File: src/rtl/wfc_pkg.sv
// shared types and constants for the word frequency counter
package wfc_pkg;
  localparam int CharW = 8;
  localparam int TABLE_ENTRIES = 128;
  localparam int COUNT_BITS = 16;

  typedef enum logic [2:0] {
    ST_IDLE,
    ST_CMP_REQ,
    ST_CMP_WAIT,
    ST_CMP_CHECK,
    ST_COPY,
    ST_RESULT
  } wfc_state_t;

  typedef struct packed {
    logic load_byte;
    logic start_search;
    logic next_entry;
    logic byte_step;
    logic append;
    logic bump;
    logic copy_step;
    logic emit_result;
    logic report_full;
  } wfc_cmd_t;

  typedef struct packed {
    logic closes;
    logic word_empty;
    logic entry_mismatch;
    logic bytes_done;
    logic table_end;
    logic table_full;
    logic copy_done;
    logic out_busy;
  } wfc_status_t;

  function automatic logic is_delim(input logic [CharW-1:0] b);
    case (b)
      8'h20, 8'h2e, 8'h2c, 8'h3b, 8'h3a, 8'h21, 8'h3f, 8'h27, 8'h22: is_delim = 1'b1;
      default: is_delim = 1'b0;
    endcase
  endfunction
endpackage

File: src/rtl/wfc_ctrl.sv
// controller state machine for word closing, search, count update, append and result hand-off
module wfc_ctrl (
  input  logic                clk,
  input  logic                rst,
  input  logic                in_valid,
  output logic                in_ready,
  input  wfc_pkg::wfc_status_t status,
  output wfc_pkg::wfc_cmd_t   cmd
);
  import wfc_pkg::*;

  wfc_state_t state, state_next;

  always_ff @(posedge clk) begin
    if (rst) begin
      state <= ST_IDLE;
    end else begin
      state <= state_next;
    end
  end

  always_comb begin
    state_next = state;
    cmd = '0;
    in_ready = 1'b0;
    unique case (state)
      ST_IDLE: begin
        in_ready = 1'b1;
        if (in_valid) begin
          cmd.load_byte = 1'b1;
          if (status.closes && !status.word_empty) begin
            cmd.start_search = 1'b1;
            state_next = ST_CMP_REQ;
          end
        end
      end
      ST_CMP_REQ: begin
        if (status.table_end) begin
          if (status.table_full) begin
            cmd.report_full = 1'b1;
            state_next = ST_RESULT;
          end else begin
            state_next = ST_COPY;
          end
        end else begin
          state_next = ST_CMP_WAIT;
        end
      end
      ST_CMP_WAIT: begin
        cmd.byte_step = 1'b1;
        state_next = ST_CMP_CHECK;
      end
      ST_CMP_CHECK: begin
        if (status.entry_mismatch) begin
          cmd.next_entry = 1'b1;
          state_next = ST_CMP_REQ;
        end else if (status.bytes_done) begin
          cmd.bump = 1'b1;
          state_next = ST_RESULT;
        end else begin
          cmd.byte_step = 1'b1;
        end
      end
      ST_COPY: begin
        cmd.copy_step = 1'b1;
        if (status.copy_done) begin
          cmd.append = 1'b1;
          state_next = ST_RESULT;
        end
      end
      ST_RESULT: begin
        if (!status.out_busy) begin
          cmd.emit_result = 1'b1;
          state_next = ST_IDLE;
        end
      end
      default: state_next = ST_IDLE;
    endcase
  end
endmodule

File: config.mk
export PLATFORM = sky130hd
export DESIGN_NAME = wfc_ctrl
export DESIGN_NICKNAME = d
export VERILOG_FILES = /design/src/rtl/wfc_pkg.sv /design/src/rtl/wfc_ctrl.sv
export SDC_FILE = /design/constraint.sdc
export NUM_CORES = 1
export LEC_CHECK = 0
export ABC_AREA = 1
export BUFFER_PORTS_ARGS = -buffer_cell sky130_fd_sc_hd__buf_2
export CAP_MARGIN = 20
export CORE_AREA = 8 8 45 47
export DETAILED_ROUTE_END_ITERATION = 7
export DIE_AREA = 0 0 53 55
export PLACE_DENSITY = 0.52
export REMOVE_ABC_BUFFERS = 1
export SETUP_SLACK_MARGIN = 0.05
export SLEW_MARGIN = 20
export SYNTH_ARGS = -nofsm -noshare
export SYNTH_HDL_FRONTEND = slang
export SYNTH_SLANG_ARGS = --single-unit
File: constraint.sdc
create_clock -name clk -period 1.3 [get_ports clk]
set_input_delay 0.195 -clock clk [delete_from_list [all_inputs] [get_ports clk]]
set_output_delay 0.195 -clock clk [all_outputs]
set_load 0.01 [all_outputs]
==> metrics.md <==
| Metric | Value |
|---|---|
| Top reg by flops | state |
| Max FFs per register | 3 |
| RSZ-0062 raised after global routing | true |
| Worst rel slew slack | 0.885 |
| Initial antenna violation count | 0 |
| Gr ovfl total | 0 |
| Via count | 464 |
| Fin. max-slew vios | 0 |
| Worst EP required | 1.11 ns |
| Main flop type after synthesis | dfxtp_1 |
| Width of the die | 53 µm |
| VDD IR max | roughly 0.00070 V |
| Synth top area cells | dfxtp_1 20%, inv_1 20%, nor2_1 16% |
| Avg Synthesized Cell Area | 5.09 µm² |
| Final WL | 1.04 mm |
| Critical path fanouts, max | 5 |
| Status | finished, violations left |
| Final TNS setup | -0.00236 ns |
| Io pins | 21 |
| Yosys reg bits | 3 |
| Final Non-Filler Cells | 108 |
| # rows | 14 |
| Vias/cell | between 4 and 5 |
| Die Span Y | 55 µm |
| Final Hold Fails | 0 |
| Post-synth EDFFs | 0 |
| Number of diodes | 0 |
| Core Util, Final | 0.401 |
| PwrDens | approximately 1800 nW/µm² |
| Clock root buffer | clkbuf_4 |
| Tightest Pin Transition | 0.172 ns |
| CTS tree | built |
| Crit end category | primary output |
| Max-cap violations | 0 |
| Endpoints failing setup | 1 |
| Hold_buf cts | 0 |
| Yosys cell types | 12 |
| Initial drt markers | 9 |
| Total track usage | 0.0748 |
| Largest net degree at the start of global routing | 9 |
| Hold depth | 2 |
| Worst-path clk slew | ~0.040 ns |
| PortBufs | 20 |
| First-pass GRT wire length | between 1.5 and 2 mm |
| Clk sinks | 3 |
| Initial DRT Pass Iterations | 4 |
| Avg WL per Cell | 9.66 µm |
| Cell Area, Synth | 300 µm² |
| Fill cell count | between 150 and 200 |
| Area Growth Syn to Fin | 84.6% |
| H-Tree Level Count | 1 |
| Place WS | between 0.03 and 0.04 ns |
| Initial core utilization | 0.217 |
| Top cells by count, synth | 16 x inv_1, 13 x nor2_1, 10 x nand2_1 |
| Yosys warns | 0 |
| Worst path arrival time | 1.11 ns |
| Setup Skew | between 0.0015 and 0.002 ns |
| Cell total after placement | 94 |
| Dpl hpwl | about 800 µm |
| Worst R2R Path Depth | 8 |
| Biggest area consumer among synthesized cells | dfxtp_1 |
| Final WS setup | -0.00236 ns |
| WHS Endpoint | state[2] |
| CP max stage delay | 0.35 ns |
| Number of global-route vias before repair | 441 |
| Fraction of layout cells with a size suffix above 1 | 0.511 |
| WP buf/inv | 3 |
| Sequential area share after synthesis | 0.200 |
| Multi-input logic area | about 200 µm² |
| NumNets Final | 104 |
| Final period util | 1.00 |
| Cells after Synth | 59 |
| P_leak | 0.340 nW |
| Flop2flop setup slack | 0.13 ns |
| Critical path cell sequence | nor2_4 > inv_2 > nor2_2 > inv_1 > nor2_1 > buf_2 |
| Crit-path leading delay family | flip-flops |
| Core Region | 1380 µm² |
| Ys async rst share | 0 |
| Critical hold path startpoint | rst |
| Startpoint Class | flip-flop |
| Die ar. | between 2000 and 3000 µm² |
| CTS Buf Count | 3 |
| CTS Buffer Depth | 2 |
| CP max-delay cell | dfxtp_4 |
| Failing checks | negative setup slack |
| Setup CP Type | flip-flop to primary output |
| Worst r2r src | state[0] |
| ANT nets after route | 0 |
| Fin crit period | 1.30 ns |
| Storage element area | ~71 µm² |
| Worst-skew pair later-pin latency | 0.22 ns |
| Top cell type's share of synthesized area | 0.200 |
| Gpl congestion | 0.787 |
| Largest regs | state: 3 flops |
| Worst Hold Class | primary input to flip-flop |
| Reg2Reg Capture Point | state[0] |
| FMAX | 0.768 GHz |
| DRC | 0 |
| Most common cell in the synthesized netlist | inv_1 |
==> cells in the final DEF (no fill, tap or decap), drive strengths merged <==
master / n
dfxtp: 3
buf: 30
nor2: 15
o21ai: 1
a31oi: 1
clkbuf: 4
nand2: 10
nand3: 6
inv: 16
nor3: 2
a21oi: 2
nand4: 2
==> layout make-up <==
type                            count  area share
Clock buffer                        4      0.0474
Sequential cell                     3       0.129
Timing Repair Buffer               30       0.327
Inverter                           16       0.108
Tap cell                           16      0.0361
Multi-Input combinational cell     39       0.352
==> metal layers <==
| metal | GRT usage | vias up | share of wire | wire [µm] |
|---|---|---|---|---|
| met5 | 0 | - | 0 | 0 |
| met4 | 0.0302 | 0 | 0 | 0 |
| met3 | 0.0160 | 0 | 0.13 | 134 |
| met2 | 0.143 | 21 | 0.50 | 526 |
| met1 | 0.0773 | 195 | 0.37 | 383 |
| li1 | - | 248 | - | - |
==> cell families after synthesis <==
group                  after synthesis  synth area share
and+or+nand+nor                     35             0.504
buffers and inverters               17             0.225
AOI/OAI and AO/OA                    4            0.0708
DFF                                  3             0.200
==> worst max path at each step <==
stage,start,slack [ns],depth (start not counted),end
3_5_place_dp,state[0],0.03,6,cmd[8]
2_1_floorplan,state[0],0.07,5,cmd[7]
5_1_grt,state[0],-0.12,6,cmd[7]
6_report,state[0],-0.002,6,cmd[7]
4_1_cts,state[0],-0.02,5,cmd[1]
3_3_place_gp,state[0],0.05,6,cmd[7]
==> power breakdown <==
group / leakage (nW) / switching, W / total (W) / internal, W
Combinational: 0.299 / 0.000321 / 0.000643 / 0.000321
Sequential: 0.0267 / 0.0000574 / 0.000198 / 0.000141
Clock: 0.0150 / 0.0000411 / 0.000156 / 0.000115
==> metrics by stage <==
| step | power [W] | hold slack, ns | instance area (µm²) |
|---|---|---|---|
| after global placement | 0.000576 | 0.395 | 413 |
| final | 0.000996 | 0.147 | 554 |
| after CTS | 0.000918 | 0.148 | 520 |
| after detailed placement | 0.000575 | 0.395 | 413 |
| after floorplan | 0.000437 | 0.264 | 293 |
| after global routing | 0.00110 | 0.157 | 554 |
==> what timing repair did <==
item / CTS / global route
pin swaps: 5 / 7
gates resized for setup: 11 / 7
endpoints found under the hold margin: 0 / 0
endpoints found under the setup margin: 10 / 10
gates cloned: 0 / 0
setup buffers: 8 / 2
No activity file was read; power rests on OpenSTA's default activity.
